<file path="config.mk">
export PLATFORM = sky130hd
export DESIGN_NAME = depth_to_point_cloud_unit
export DESIGN_NICKNAME = d
export VERILOG_FILES = /design/src/design/dtpc_pkg.sv /design/src/design/depth_to_point_cloud_unit.sv /design/src/design/dtpc_front.sv /design/src/design/dtpc_queue.sv /design/src/design/dtpc_back.sv
export SDC_FILE = /design/constraint.sdc
export NUM_CORES = 2
export LEC_CHECK = 0
export ABC_AREA = 1
export BUFFER_PORTS_ARGS = -buffer_cell sky130_fd_sc_hd__buf_2
export CAP_MARGIN = 20
export CORE_UTILIZATION = 60
export DETAILED_ROUTE_END_ITERATION = 16
export MAX_ROUTING_LAYER = met4
export PLACE_DENSITY = 0.77
export SYNTH_ARGS = -nofsm -noshare
export SYNTH_HDL_FRONTEND = slang
export SYNTH_SLANG_ARGS = --single-unit
</file>
<file path="constraint.sdc">
create_clock -name clk_i -period 10 [get_ports clk_i]
set_clock_uncertainty 0.15 [all_clocks]
set_input_delay 1.5 -clock clk_i [delete_from_list [all_inputs] [get_ports clk_i]]
set_output_delay 1.5 -clock clk_i [all_outputs]
set_load 0.02 [all_outputs]
</file>
<file path="src/design/dtpc_pkg.sv">
`timescale 1ns / 1ps
// ----------------------------------------------------------------------------
// Depth to point cloud: shared types and constants
// Configuration record, job control word and register map of the block.
// ----------------------------------------------------------------------------
package dtpc_pkg;

  localparam int DIM_CFG_W   = 13;
  localparam int PARAM_W     = 16;
  localparam int DEPTH_W     = 16;
  localparam int COORD_W     = 24;
  localparam int COUNT_W     = 25;
  localparam int QUEUE_DEPTH = 2;
  localparam int REG_IDX_W   = 3;
  localparam int ADDR_W      = REG_IDX_W + 2;
  localparam int APB_DATA_W  = 32;

  localparam int COORD_MAX     = 8388607;
  localparam int COORD_MIN_MAG = 8388608;

  localparam logic [COUNT_W-1:0] COUNT_MAX = '1;

  // Register indexes on the configuration port.
  localparam logic [REG_IDX_W-1:0] REG_FRAME_WIDTH  = 3'd0;
  localparam logic [REG_IDX_W-1:0] REG_FRAME_HEIGHT = 3'd1;
  localparam logic [REG_IDX_W-1:0] REG_CENTER_X     = 3'd2;
  localparam logic [REG_IDX_W-1:0] REG_CENTER_Y     = 3'd3;
  localparam logic [REG_IDX_W-1:0] REG_FOCAL_X      = 3'd4;
  localparam logic [REG_IDX_W-1:0] REG_FOCAL_Y      = 3'd5;
  localparam logic [REG_IDX_W-1:0] REG_MIN_DEPTH    = 3'd6;

  localparam logic [DIM_CFG_W-1:0] RST_FRAME_WIDTH  = 13'd640;
  localparam logic [DIM_CFG_W-1:0] RST_FRAME_HEIGHT = 13'd480;
  localparam logic [PARAM_W-1:0]   RST_CENTER_X     = 16'd5120;
  localparam logic [PARAM_W-1:0]   RST_CENTER_Y     = 16'd3840;
  localparam logic [PARAM_W-1:0]   RST_FOCAL_X      = 16'd8000;
  localparam logic [PARAM_W-1:0]   RST_FOCAL_Y      = 16'd8000;
  localparam logic [PARAM_W-1:0]   RST_MIN_DEPTH    = 16'd0;

  typedef struct packed {
    logic [DIM_CFG_W-1:0] frame_width;
    logic [DIM_CFG_W-1:0] frame_height;
    logic [PARAM_W-1:0]   center_x;
    logic [PARAM_W-1:0]   center_y;
    logic [PARAM_W-1:0]   focal_x;
    logic [PARAM_W-1:0]   focal_y;
    logic [PARAM_W-1:0]   min_depth;
  } cfg_t;

  typedef struct packed {
    logic               point_valid;
    logic               frame_done;
    logic [COUNT_W-1:0] valid_count;
  } job_ctrl_t;

endpackage

</file>
<file path="src/design/depth_to_point_cloud_unit.sv">
`timescale 1ns / 1ps
// A word that yields a point passes the queue and then the back end's multiply,
// divide and hold states; the quotient is the offset width plus 15 bits wide.
// The back end takes its next job only once the bit-serial divider is done and
// the result slot is free; dropped pixels cost the back end nothing.
// Reset clears the counters, the queue and the result slot; registers return
// to their defaults. No clearing pass is needed.
// ----------------------------------------------------------------------------
// Depth to point cloud unit
// Back-projects a raster stream of depth pixels into 3D points.
// ----------------------------------------------------------------------------
module depth_to_point_cloud_unit #(
  parameter int MAX_DIM = 4096
) (
  input  logic                                 clk_i,
  input  logic                                 rst_ni,
  input  logic                                 psel,
  input  logic                                 penable,
  input  logic                                 pwrite,
  input  logic [dtpc_pkg::ADDR_W-1:0]          paddr,
  input  logic [dtpc_pkg::APB_DATA_W-1:0]      pwdata,
  output logic [dtpc_pkg::APB_DATA_W-1:0]      prdata,
  output logic                                 pready,
  input  logic                                 push,
  output logic                                 full,
  input  logic [dtpc_pkg::DEPTH_W-1:0]         depth_i,
  output logic                                 empty,
  input  logic                                 pop,
  output logic signed [dtpc_pkg::COORD_W-1:0]  point_x_o,
  output logic signed [dtpc_pkg::COORD_W-1:0]  point_y_o,
  output logic [dtpc_pkg::DEPTH_W-1:0]         point_z_o,
  output logic                                 point_valid_o,
  output logic                                 frame_done_o,
  output logic [dtpc_pkg::COUNT_W-1:0]         valid_count_o
);
  import dtpc_pkg::*;

  localparam int IDX_W    = (MAX_DIM > 1) ? $clog2(MAX_DIM) : 1;
  localparam int SCALED_W = (IDX_W + 4 > PARAM_W) ? IDX_W + 4 : PARAM_W;
  localparam int DIFF_W   = SCALED_W + 1;
  localparam int JOB_W    = $bits(job_ctrl_t) + DEPTH_W + 2 * DIFF_W;

  cfg_t                     cfg_q;
  logic [REG_IDX_W-1:0]     reg_idx;
  logic                     wr_en;

  logic                     q_push, q_full, q_pop, q_empty;
  job_ctrl_t                f_ctrl, b_ctrl;
  logic [DEPTH_W-1:0]       f_depth, b_depth;
  logic signed [DIFF_W-1:0] f_diff_x, f_diff_y, b_diff_x, b_diff_y;
  logic [JOB_W-1:0]         q_wdata, q_rdata;

  assign pready  = 1'b1;
  assign reg_idx = paddr[ADDR_W-1:2];
  assign wr_en   = psel && penable && pwrite && pready;

  always_ff @(posedge clk_i or negedge rst_ni) begin
    if (!rst_ni) begin
      cfg_q.frame_width  <= RST_FRAME_WIDTH;
      cfg_q.frame_height <= RST_FRAME_HEIGHT;
      cfg_q.center_x     <= RST_CENTER_X;
      cfg_q.center_y     <= RST_CENTER_Y;
      cfg_q.focal_x      <= RST_FOCAL_X;
      cfg_q.focal_y      <= RST_FOCAL_Y;
      cfg_q.min_depth    <= RST_MIN_DEPTH;
    end else if (wr_en) begin
      unique case (reg_idx)
        REG_FRAME_WIDTH:  cfg_q.frame_width  <= pwdata[DIM_CFG_W-1:0];
        REG_FRAME_HEIGHT: cfg_q.frame_height <= pwdata[DIM_CFG_W-1:0];
        REG_CENTER_X:     cfg_q.center_x     <= pwdata[PARAM_W-1:0];
        REG_CENTER_Y:     cfg_q.center_y     <= pwdata[PARAM_W-1:0];
        REG_FOCAL_X:      cfg_q.focal_x      <= pwdata[PARAM_W-1:0];
        REG_FOCAL_Y:      cfg_q.focal_y      <= pwdata[PARAM_W-1:0];
        REG_MIN_DEPTH:    cfg_q.min_depth    <= pwdata[PARAM_W-1:0];
        default: ;
      endcase
    end
  end

  always_comb begin
    unique case (reg_idx)
      REG_FRAME_WIDTH:  prdata = APB_DATA_W'(cfg_q.frame_width);
      REG_FRAME_HEIGHT: prdata = APB_DATA_W'(cfg_q.frame_height);
      REG_CENTER_X:     prdata = APB_DATA_W'(cfg_q.center_x);
      REG_CENTER_Y:     prdata = APB_DATA_W'(cfg_q.center_y);
      REG_FOCAL_X:      prdata = APB_DATA_W'(cfg_q.focal_x);
      REG_FOCAL_Y:      prdata = APB_DATA_W'(cfg_q.focal_y);
      REG_MIN_DEPTH:    prdata = APB_DATA_W'(cfg_q.min_depth);
      default:          prdata = '0;
    endcase
  end

  dtpc_front #(
    .MAX_DIM (MAX_DIM),
    .DIFF_W  (DIFF_W)
  ) u_front (
    .clk_i      (clk_i),
    .rst_ni     (rst_ni),
    .cfg_i      (cfg_q),
    .push_i     (push),
    .depth_i    (depth_i),
    .full_o     (full),
    .q_full_i   (q_full),
    .q_push_o   (q_push),
    .q_ctrl_o   (f_ctrl),
    .q_depth_o  (f_depth),
    .q_diff_x_o (f_diff_x),
    .q_diff_y_o (f_diff_y)
  );

  assign q_wdata = {f_ctrl, f_depth, f_diff_x, f_diff_y};
  assign {b_ctrl, b_depth, b_diff_x, b_diff_y} = q_rdata;

  dtpc_queue #(
    .DATA_W (JOB_W)
  ) u_queue (
    .clk_i   (clk_i),
    .rst_ni  (rst_ni),
    .push_i  (q_push),
    .data_i  (q_wdata),
    .full_o  (q_full),
    .pop_i   (q_pop),
    .data_o  (q_rdata),
    .empty_o (q_empty)
  );

  dtpc_back #(
    .DIFF_W (DIFF_W)
  ) u_back (
    .clk_i         (clk_i),
    .rst_ni        (rst_ni),
    .cfg_i         (cfg_q),
    .q_empty_i     (q_empty),
    .q_pop_o       (q_pop),
    .q_ctrl_i      (b_ctrl),
    .q_depth_i     (b_depth),
    .q_diff_x_i    (b_diff_x),
    .q_diff_y_i    (b_diff_y),
    .empty_o       (empty),
    .pop_i         (pop),
    .point_x_o     (point_x_o),
    .point_y_o     (point_y_o),
    .point_z_o     (point_z_o),
    .point_valid_o (point_valid_o),
    .frame_done_o  (frame_done_o),
    .valid_count_o (valid_count_o)
  );

endmodule

</file>
<file path="src/design/dtpc_front.sv">
`timescale 1ns / 1ps
// ----------------------------------------------------------------------------
// Depth to point cloud: front end
// Accepts depth words, tracks column, row and point count, drops invalid
// pixels that do not end a frame and queues the rest with their offsets.
// ----------------------------------------------------------------------------
module dtpc_front #(
  parameter int MAX_DIM = 4096,
  parameter int DIFF_W  = 17
) (
  input  logic                          clk_i,
  input  logic                          rst_ni,
  input  dtpc_pkg::cfg_t                cfg_i,
  input  logic                          push_i,
  input  logic [dtpc_pkg::DEPTH_W-1:0]  depth_i,
  output logic                          full_o,
  input  logic                          q_full_i,
  output logic                          q_push_o,
  output dtpc_pkg::job_ctrl_t           q_ctrl_o,
  output logic [dtpc_pkg::DEPTH_W-1:0]  q_depth_o,
  output logic signed [DIFF_W-1:0]      q_diff_x_o,
  output logic signed [DIFF_W-1:0]      q_diff_y_o
);
  import dtpc_pkg::*;

  localparam int IDX_W = (MAX_DIM > 1) ? $clog2(MAX_DIM) : 1;
  localparam int DIM_W = (IDX_W + 1 > DIM_CFG_W) ? IDX_W + 1 : DIM_CFG_W;

  logic [IDX_W-1:0]   column_q, column_d;
  logic [IDX_W-1:0]   row_q, row_d;
  logic [COUNT_W-1:0] points_q, points_d;

  logic [DIM_W-1:0]   last_col, last_row;
  logic               accept, row_end, frame_end, pix_valid;
  logic [COUNT_W-1:0] count;

  // Zero acts as one and anything above the maximum acts as the maximum.
  function automatic logic [DIM_W-1:0] eff_dim(input logic [DIM_CFG_W-1:0] d);
    logic [DIM_W-1:0] dx;
    dx = DIM_W'(d);
    if (dx == '0) begin
      return DIM_W'(1);
    end else if (dx > DIM_W'(MAX_DIM)) begin
      return DIM_W'(MAX_DIM);
    end
    return dx;
  endfunction

  assign last_col  = eff_dim(cfg_i.frame_width) - DIM_W'(1);
  assign last_row  = eff_dim(cfg_i.frame_height) - DIM_W'(1);
  assign row_end   = DIM_W'(column_q) >= last_col;
  assign frame_end = row_end && (DIM_W'(row_q) >= last_row);
  assign pix_valid = depth_i > cfg_i.min_depth;
  assign accept    = push_i && !q_full_i;
  assign full_o    = q_full_i;

  always_comb begin
    count = points_q;
    if (pix_valid && (points_q != COUNT_MAX)) begin
      count = points_q + COUNT_W'(1);
    end
    column_d = column_q + IDX_W'(1);
    row_d    = row_q;
    points_d = count;
    if (frame_end) begin
      column_d = '0;
      row_d    = '0;
      points_d = '0;
    end else if (row_end) begin
      column_d = '0;
      row_d    = row_q + IDX_W'(1);
    end
  end

  always_ff @(posedge clk_i or negedge rst_ni) begin
    if (!rst_ni) begin
      column_q <= '0;
      row_q    <= '0;
      points_q <= '0;
    end else if (accept) begin
      column_q <= column_d;
      row_q    <= row_d;
      points_q <= points_d;
    end
  end

  assign q_push_o             = accept && (pix_valid || frame_end);
  assign q_ctrl_o.point_valid = pix_valid;
  assign q_ctrl_o.frame_done  = frame_end;
  assign q_ctrl_o.valid_count = count;
  assign q_depth_o            = depth_i;
  // Pixel index in Q12.4 less the principal point, as a signed offset.
  assign q_diff_x_o = DIFF_W'({column_q, 4'b0000}) - DIFF_W'(cfg_i.center_x);
  assign q_diff_y_o = DIFF_W'({row_q, 4'b0000}) - DIFF_W'(cfg_i.center_y);

endmodule

</file>
<file path="src/design/dtpc_queue.sv">
`timescale 1ns / 1ps
// ----------------------------------------------------------------------------
// Depth to point cloud: job queue
// Short register queue that decouples the front end from the divider.
// ----------------------------------------------------------------------------
module dtpc_queue #(
  parameter int DATA_W = 8
) (
  input  logic              clk_i,
  input  logic              rst_ni,
  input  logic              push_i,
  input  logic [DATA_W-1:0] data_i,
  output logic              full_o,
  input  logic              pop_i,
  output logic [DATA_W-1:0] data_o,
  output logic              empty_o
);
  import dtpc_pkg::*;

  localparam int PTR_W = (QUEUE_DEPTH > 1) ? $clog2(QUEUE_DEPTH) : 1;
  localparam int CNT_W = $clog2(QUEUE_DEPTH + 1);

  logic [DATA_W-1:0] slot_q [QUEUE_DEPTH];
  logic [PTR_W-1:0]  wr_ptr_q, rd_ptr_q;
  logic [CNT_W-1:0]  fill_q;
  logic              do_push, do_pop;

  assign full_o  = fill_q == CNT_W'(QUEUE_DEPTH);
  assign empty_o = fill_q == '0;
  assign do_push = push_i && !full_o;
  assign do_pop  = pop_i && !empty_o;
  assign data_o  = slot_q[rd_ptr_q];

  function automatic logic [PTR_W-1:0] next_ptr(input logic [PTR_W-1:0] p);
    if (p == PTR_W'(QUEUE_DEPTH - 1)) begin
      return '0;
    end
    return p + PTR_W'(1);
  endfunction

  always_ff @(posedge clk_i or negedge rst_ni) begin
    if (!rst_ni) begin
      wr_ptr_q <= '0;
      rd_ptr_q <= '0;
      fill_q   <= '0;
    end else begin
      if (do_push) begin
        wr_ptr_q <= next_ptr(wr_ptr_q);
      end
      if (do_pop) begin
        rd_ptr_q <= next_ptr(rd_ptr_q);
      end
      if (do_push && !do_pop) begin
        fill_q <= fill_q + CNT_W'(1);
      end else if (do_pop && !do_push) begin
        fill_q <= fill_q - CNT_W'(1);
      end
    end
  end

  always_ff @(posedge clk_i) begin
    if (do_push) begin
      slot_q[wr_ptr_q] <= data_i;
    end
  end

endmodule

</file>
<file path="src/design/dtpc_back.sv">
`timescale 1ns / 1ps
// ----------------------------------------------------------------------------
// Depth to point cloud: back end
// Multiplies the offsets by depth, divides both products by the focal
// lengths one quotient bit a cycle, saturates and holds the result word.
// ----------------------------------------------------------------------------
module dtpc_back #(
  parameter int DIFF_W = 17
) (
  input  logic                                clk_i,
  input  logic                                rst_ni,
  input  dtpc_pkg::cfg_t                      cfg_i,
  input  logic                                q_empty_i,
  output logic                                q_pop_o,
  input  dtpc_pkg::job_ctrl_t                 q_ctrl_i,
  input  logic [dtpc_pkg::DEPTH_W-1:0]        q_depth_i,
  input  logic signed [DIFF_W-1:0]            q_diff_x_i,
  input  logic signed [DIFF_W-1:0]            q_diff_y_i,
  output logic                                empty_o,
  input  logic                                pop_i,
  output logic signed [dtpc_pkg::COORD_W-1:0] point_x_o,
  output logic signed [dtpc_pkg::COORD_W-1:0] point_y_o,
  output logic [dtpc_pkg::DEPTH_W-1:0]        point_z_o,
  output logic                                point_valid_o,
  output logic                                frame_done_o,
  output logic [dtpc_pkg::COUNT_W-1:0]        valid_count_o
);
  import dtpc_pkg::*;

  localparam int PROD_W = DIFF_W + DEPTH_W + 1;
  localparam int MAG_W  = DIFF_W + DEPTH_W - 1;
  localparam int CNT_W  = $clog2(MAG_W);
  localparam int REM_W  = PARAM_W + 1;

  typedef enum logic [3:0] {
    ST_IDLE = 4'b0001,
    ST_MUL  = 4'b0010,
    ST_DIV  = 4'b0100,
    ST_HOLD = 4'b1000
  } state_e;

  state_e state_q, state_d;

  job_ctrl_t                 ctrl_q;
  logic [DEPTH_W-1:0]        depth_q;
  logic signed [DIFF_W-1:0]  diff_x_q, diff_y_q;
  logic [MAG_W-1:0]          mag_x_q, mag_y_q;
  logic [PARAM_W-1:0]        rem_x_q, rem_y_q;
  logic                      neg_x_q, neg_y_q, zero_x_q, zero_y_q;
  logic [CNT_W-1:0]          cnt_q;

  logic signed [PROD_W-1:0]  prod_x, prod_y;
  logic [PROD_W-1:0]         abs_x, abs_y;
  logic [REM_W-1:0]          trial_x, trial_y;
  logic                      qbit_x, qbit_y;
  logic                      out_free, load_out;

  logic                      out_valid_q;
  logic signed [COORD_W-1:0] out_x_q, out_y_q;
  logic [DEPTH_W-1:0]        out_z_q;
  job_ctrl_t                 out_ctrl_q;

  assign prod_x = PROD_W'(diff_x_q) * $signed({1'b0, depth_q});
  assign prod_y = PROD_W'(diff_y_q) * $signed({1'b0, depth_q});
  assign abs_x  = prod_x[PROD_W-1] ? PROD_W'(-prod_x) : PROD_W'(prod_x);
  assign abs_y  = prod_y[PROD_W-1] ? PROD_W'(-prod_y) : PROD_W'(prod_y);

  // Restoring step: the dividend bits leave the top of the magnitude
  // register while the quotient bits enter at the bottom.
  assign trial_x = {rem_x_q, mag_x_q[MAG_W-1]};
  assign trial_y = {rem_y_q, mag_y_q[MAG_W-1]};
  assign qbit_x  = trial_x >= REM_W'(cfg_i.focal_x);
  assign qbit_y  = trial_y >= REM_W'(cfg_i.focal_y);

  // A zero focal length yields an all-ones quotient, which saturates.
  function automatic logic [COORD_W-1:0] sat_coord(input logic neg, input logic zero,
                                                   input logic [MAG_W-1:0] q);
    if (zero) begin
      return '0;
    end else if (neg) begin
      if (q > MAG_W'(COORD_MIN_MAG)) begin
        return COORD_W'(COORD_MIN_MAG);
      end
      return -q[COORD_W-1:0];
    end else if (q > MAG_W'(COORD_MAX)) begin
      return COORD_W'(COORD_MAX);
    end
    return q[COORD_W-1:0];
  endfunction

  assign out_free = !out_valid_q || pop_i;
  assign load_out = (state_q == ST_HOLD) && out_free;
  assign q_pop_o  = (state_q == ST_IDLE) && !q_empty_i;

  always_comb begin
    state_d = state_q;
    unique case (state_q)
      ST_IDLE: begin
        if (!q_empty_i) begin
          state_d = ST_MUL;
        end
      end
      ST_MUL: begin
        state_d = ctrl_q.point_valid ? ST_DIV : ST_HOLD;
      end
      ST_DIV: begin
        if (cnt_q == CNT_W'(MAG_W - 1)) begin
          state_d = ST_HOLD;
        end
      end
      ST_HOLD: begin
        if (out_free) begin
          state_d = ST_IDLE;
        end
      end
      default: state_d = ST_IDLE;
    endcase
  end

  always_ff @(posedge clk_i or negedge rst_ni) begin
    if (!rst_ni) begin
      state_q     <= ST_IDLE;
      out_valid_q <= 1'b0;
    end else begin
      state_q <= state_d;
      if (load_out) begin
        out_valid_q <= 1'b1;
      end else if (pop_i) begin
        out_valid_q <= 1'b0;
      end
    end
  end

  always_ff @(posedge clk_i) begin
    if (q_pop_o) begin
      ctrl_q   <= q_ctrl_i;
      depth_q  <= q_depth_i;
      diff_x_q <= q_diff_x_i;
      diff_y_q <= q_diff_y_i;
    end
    if (state_q == ST_MUL) begin
      mag_x_q  <= abs_x[MAG_W-1:0];
      mag_y_q  <= abs_y[MAG_W-1:0];
      neg_x_q  <= prod_x[PROD_W-1];
      neg_y_q  <= prod_y[PROD_W-1];
      zero_x_q <= !ctrl_q.point_valid || (prod_x == '0);
      zero_y_q <= !ctrl_q.point_valid || (prod_y == '0);
      rem_x_q  <= '0;
      rem_y_q  <= '0;
      cnt_q    <= '0;
    end
    if (state_q == ST_DIV) begin
      rem_x_q <= qbit_x ? PARAM_W'(trial_x - REM_W'(cfg_i.focal_x)) : PARAM_W'(trial_x);
      rem_y_q <= qbit_y ? PARAM_W'(trial_y - REM_W'(cfg_i.focal_y)) : PARAM_W'(trial_y);
      mag_x_q <= {mag_x_q[MAG_W-2:0], qbit_x};
      mag_y_q <= {mag_y_q[MAG_W-2:0], qbit_y};
      cnt_q   <= cnt_q + CNT_W'(1);
    end
    if (load_out) begin
      out_x_q    <= sat_coord(neg_x_q, zero_x_q, mag_x_q);
      out_y_q    <= sat_coord(neg_y_q, zero_y_q, mag_y_q);
      out_z_q    <= ctrl_q.point_valid ? depth_q : '0;
      out_ctrl_q <= ctrl_q;
    end
  end

  assign empty_o       = !out_valid_q;
  assign point_x_o     = out_x_q;
  assign point_y_o     = out_y_q;
  assign point_z_o     = out_z_q;
  assign point_valid_o = out_ctrl_q.point_valid;
  assign frame_done_o  = out_ctrl_q.frame_done;
  assign valid_count_o = out_ctrl_q.valid_count;

endmodule

</file>
==> impl_metrics.prom <==
# TYPE chip_impl_metric gauge
chip_impl_info{name="run_status",value="finished clean"} 1
chip_impl_metric{name="die_h",unit="µm"} 305
chip_impl_metric{name="max_slew.worst_pin.slew",unit="ns"} 1.29
chip_impl_metric{name="flow.area_growth_from_synthesis",unit="%"} 6.99
chip_impl_metric{name="insertion_delay",unit="ns"} 0.66
chip_impl_metric{name="worst_slew_margin_relative_to_its_limit",unit="%"} 13.2
chip_impl_metric{name="dpl.hpwl",unit="µm"} 112000
chip_impl_info{name="critical_path_sink_type",value="flop"} 1
chip_impl_info{name="critical_setup_path_class",value="flop to flop"} 1
chip_impl_metric{name="synth-edff-count",unit=""} 427
chip_impl_info{name="timing.critical_path.from_type",value="flop"} 1
chip_impl_metric{name="num-nets-final",unit=""} 7581
chip_impl_metric{name="gpl.final_weighted_congestion",unit=""} 0.984
chip_impl_metric{name="gr-usage-all-layers",unit="%"} 32.6
chip_impl_info{name="hold_path.class",value="flop to flop"} 1
chip_impl_metric{name="clk_pin_slew",unit="ns"} 0.06
chip_impl_metric{name="report.final.slew_viol_count",unit=""} 0
chip_impl_metric{name="finalSetupViolCount",unit=""} 0
chip_impl_metric{name="drt-wirelength-per-cell",unit="µm"} 18.1
chip_impl_metric{name="core.rowCount",unit=""} 110
chip_impl_metric{name="antenna_left",unit=""} 0
chip_impl_metric{name="htreeDepth",unit=""} 3
chip_impl_info{name="critical_path.most_common_cell",value="inv_1"} 1
chip_impl_metric{name="mappedNetlistArea",unit="µm²"} 55200
chip_impl_info{name="final_cell_mix",value="nand2_1 (1,674), inv_1 (1,609), fa_1 (560)"} 1
chip_impl_metric{name="overflow",unit=""} 0
chip_impl_metric{name="clock-sinks",unit=""} 591
chip_impl_metric{name="cts-buffers-inserted",unit=""} 66
chip_impl_metric{name="detailedRoute.firstIterationViolations",unit=""} 3313
chip_impl_metric{name="finalHoldViolCount",unit=""} 0
chip_impl_metric{name="post_synth.cell_area_avg",unit="µm²"} 8.31
chip_impl_metric{name="cts.repair_timing.setup_buffer_count",unit=""} 0
chip_impl_metric{name="grt_antenna_before_repair",unit=""} 1
chip_impl_metric{name="initial_cell_density_of_the_core",unit="%"} 61.0
chip_impl_metric{name="synthCells",unit=""} 6645
chip_impl_metric{name="worst_hold_slack",unit="ns"} 0.267
chip_impl_metric{name="post-route-util",unit="%"} 65.3
chip_impl_metric{name="fmax",unit="MHz"} 122
chip_impl_metric{name="crit_arrival",unit="ns"} 8.38
chip_impl_metric{name="drc",unit=""} 0
chip_impl_info{name="cts.root.buffer_cell",value="clkbuf_16"} 1
chip_impl_metric{name="grt_start_max_net_pins",unit=""} 79
chip_impl_metric{name="port_buffers",unit=""} 150
chip_impl_metric{name="setup_ws",unit="ns"} 1.82
chip_impl_metric{name="grt_first_pass_wirelength",unit="µm"} 232000
chip_impl_metric{name="post_cts_resize_count",unit=""} 0
chip_impl_metric{name="maxCapViolCount",unit=""} 0
chip_impl_metric{name="floorplan.core_area",unit="µm²"} 90600
chip_impl_info{name="tritoncts",value="done"} 1
chip_impl_metric{name="final_layout_size_suffix_gt1_share",unit="%"} 7.67
chip_impl_info{name="rsz0062_at_grt",value="false"} 1
chip_impl_metric{name="period_minus_slack",unit="ns"} 8.18
chip_impl_metric{name="cts_max_path_buffers",unit=""} 3
chip_impl_info{name="final_common_cell",value="nand2_1"} 1
chip_impl_metric{name="ys_warn_count",unit=""} 0
chip_impl_metric{name="routed-via-count",unit=""} 43400
chip_impl_metric{name="finalCritPeriodShare",unit="%"} 81.8
chip_impl_metric{name="total_die_area",unit="µm²"} 93300
chip_impl_metric{name="critical_path.max_fanout",unit=""} 34
chip_impl_metric{name="synth_seq_area_share",unit="%"} 30.7
chip_impl_metric{name="cp.required",unit="ns"} 10.20
chip_impl_metric{name="setup_total_negative_slack",unit="ns"} 0
chip_impl_metric{name="dp_slack",unit="ns"} 1.78
chip_impl_metric{name="drt-total-wl",unit="µm"} 143000
chip_impl_metric{name="detail_route.first_pass.iterations",unit=""} 8
chip_impl_metric{name="top_level_ports",unit=""} 186
chip_impl_metric{name="critical_path.max_stage_delay",unit="ns"} 1.08
chip_impl_metric{name="cts_hold_repair.buffers",unit=""} 0
chip_impl_info{name="cpMaxStageDelayCell",value="edfxtp_1"} 1
chip_impl_metric{name="yosys_register_bits",unit=""} 591
chip_impl_metric{name="number_of_distinct_library_cells_after_synthesis",unit=""} 67
chip_impl_metric{name="number_of_global_route_vias_before_repair",unit=""} 44000
chip_impl_metric{name="detail_route.vias_per_cell",unit=""} 5.48
chip_impl_info{name="synth_ff_type",value="edfxtp_1"} 1
chip_impl_metric{name="ys_async_sr_fraction",unit="%"} 27.7
chip_impl_metric{name="die_w",unit="µm"} 305
## cells by family after synthesis
logic type / count (synthesis) / synth area share [%]
xor+xnor: 194 / 3.15
mux: 77 / 1.57
flops: 591 / 30.7
simple gates: 2446 / 18.6
fa+ha+maj: 844 / 26.7
buf+inv: 1871 / 13.0
other cells: 2 / 0.0136
compound gates: 620 / 6.24
## final timing paths
path,end,startpoint,cells past startpoint,slack (ns)
min in group asynchronous,cfg_q[35],rst_ni,1,0.61
max reg2reg,u_back.mag_x_q[15],u_back.depth_q[10],29,1.82
min reg2reg,u_back.valid_count_o[14],u_back.ctrl_q[14],0,0.27
max,u_back.mag_x_q[15],u_back.depth_q[10],29,1.82
min,u_back.valid_count_o[14],u_back.ctrl_q[14],0,0.27
max in group asynchronous,u_queue.rd_ptr_q,rst_ni,4,7.45
## critical path, delay by kind of cell, from the launching register on
kind                       cells  cell delay (ns)
AOI/OAI and AO/OA              2             0.18
and+or+nand+nor               10             1.70
DFF                            1             1.08
adders and majority gates      7             3.51
xor gates and xnor gates       1             0.15
buffers and inverters          9             1.04
## cell type report
cell class | count | area (µm²)
timing repair buffer | 194 | 1130
inverter | 1626 | 6100
fill | 7532 | 31500
tap | 1176 | 1470
multi-input combinational | 4198 | 31200
sequential | 591 | 17000
clock buffer | 92 | 1830
clock inverter | 28 | 409
antenna | 1 | 2.50
## routing by layer
metal | vias up | GRT usage (%) | share of wire [%]
met3 | 340 | 4.53 | 6.8
met2 | 1590 | 53.3 | 48
li1 | 20400 | - | -
met4 | 0 | 12.9 | 4.2
met5 | - | - | 0
met1 | 21000 | 41.2 | 41
## cell usage after synthesis, drive strengths merged, types with 77 or more instances
library cell | count | area, µm²
a21oi | 149 | 753
dfrtp | 139 | 3480
xor2 | 144 | 1280
inv | 1626 | 6100
nand2 | 1705 | 6490
o21ai | 330 | 1670
edfxtp | 427 | 12800
nand4 | 97 | 647
fa | 560 | 11200
nor2 | 308 | 1250
clkbuf | 193 | 726
nand3 | 224 | 1180
mux2 | 77 | 867
ha | 284 | 3550
## flip-flops by register name, indices dropped and copies added (netlist names), 25 cells and up
signal / flops
u_queue.slot_q: 154
u_back.mag_y_q: 32
u_back.ctrl_q: 27
cfg_q: 106
u_front.points_q: 25
u_back.mag_x_q: 32
u_back.valid_count_o: 25
## per-stage QoR
step | std cells | instance area, µm²
2_1_floorplan | 6660 | 55300
3_3_place_gp | 7783 | 56800
3_5_place_dp | 7783 | 56800
4_1_cts | 7903 | 59100
5_1_grt | 7906 | 59100
6_report | 7906 | 59100
Power is left out: the tool's default activity adds up to more than one toggle a clock period on the data nets, which glitch-free logic cannot reach.
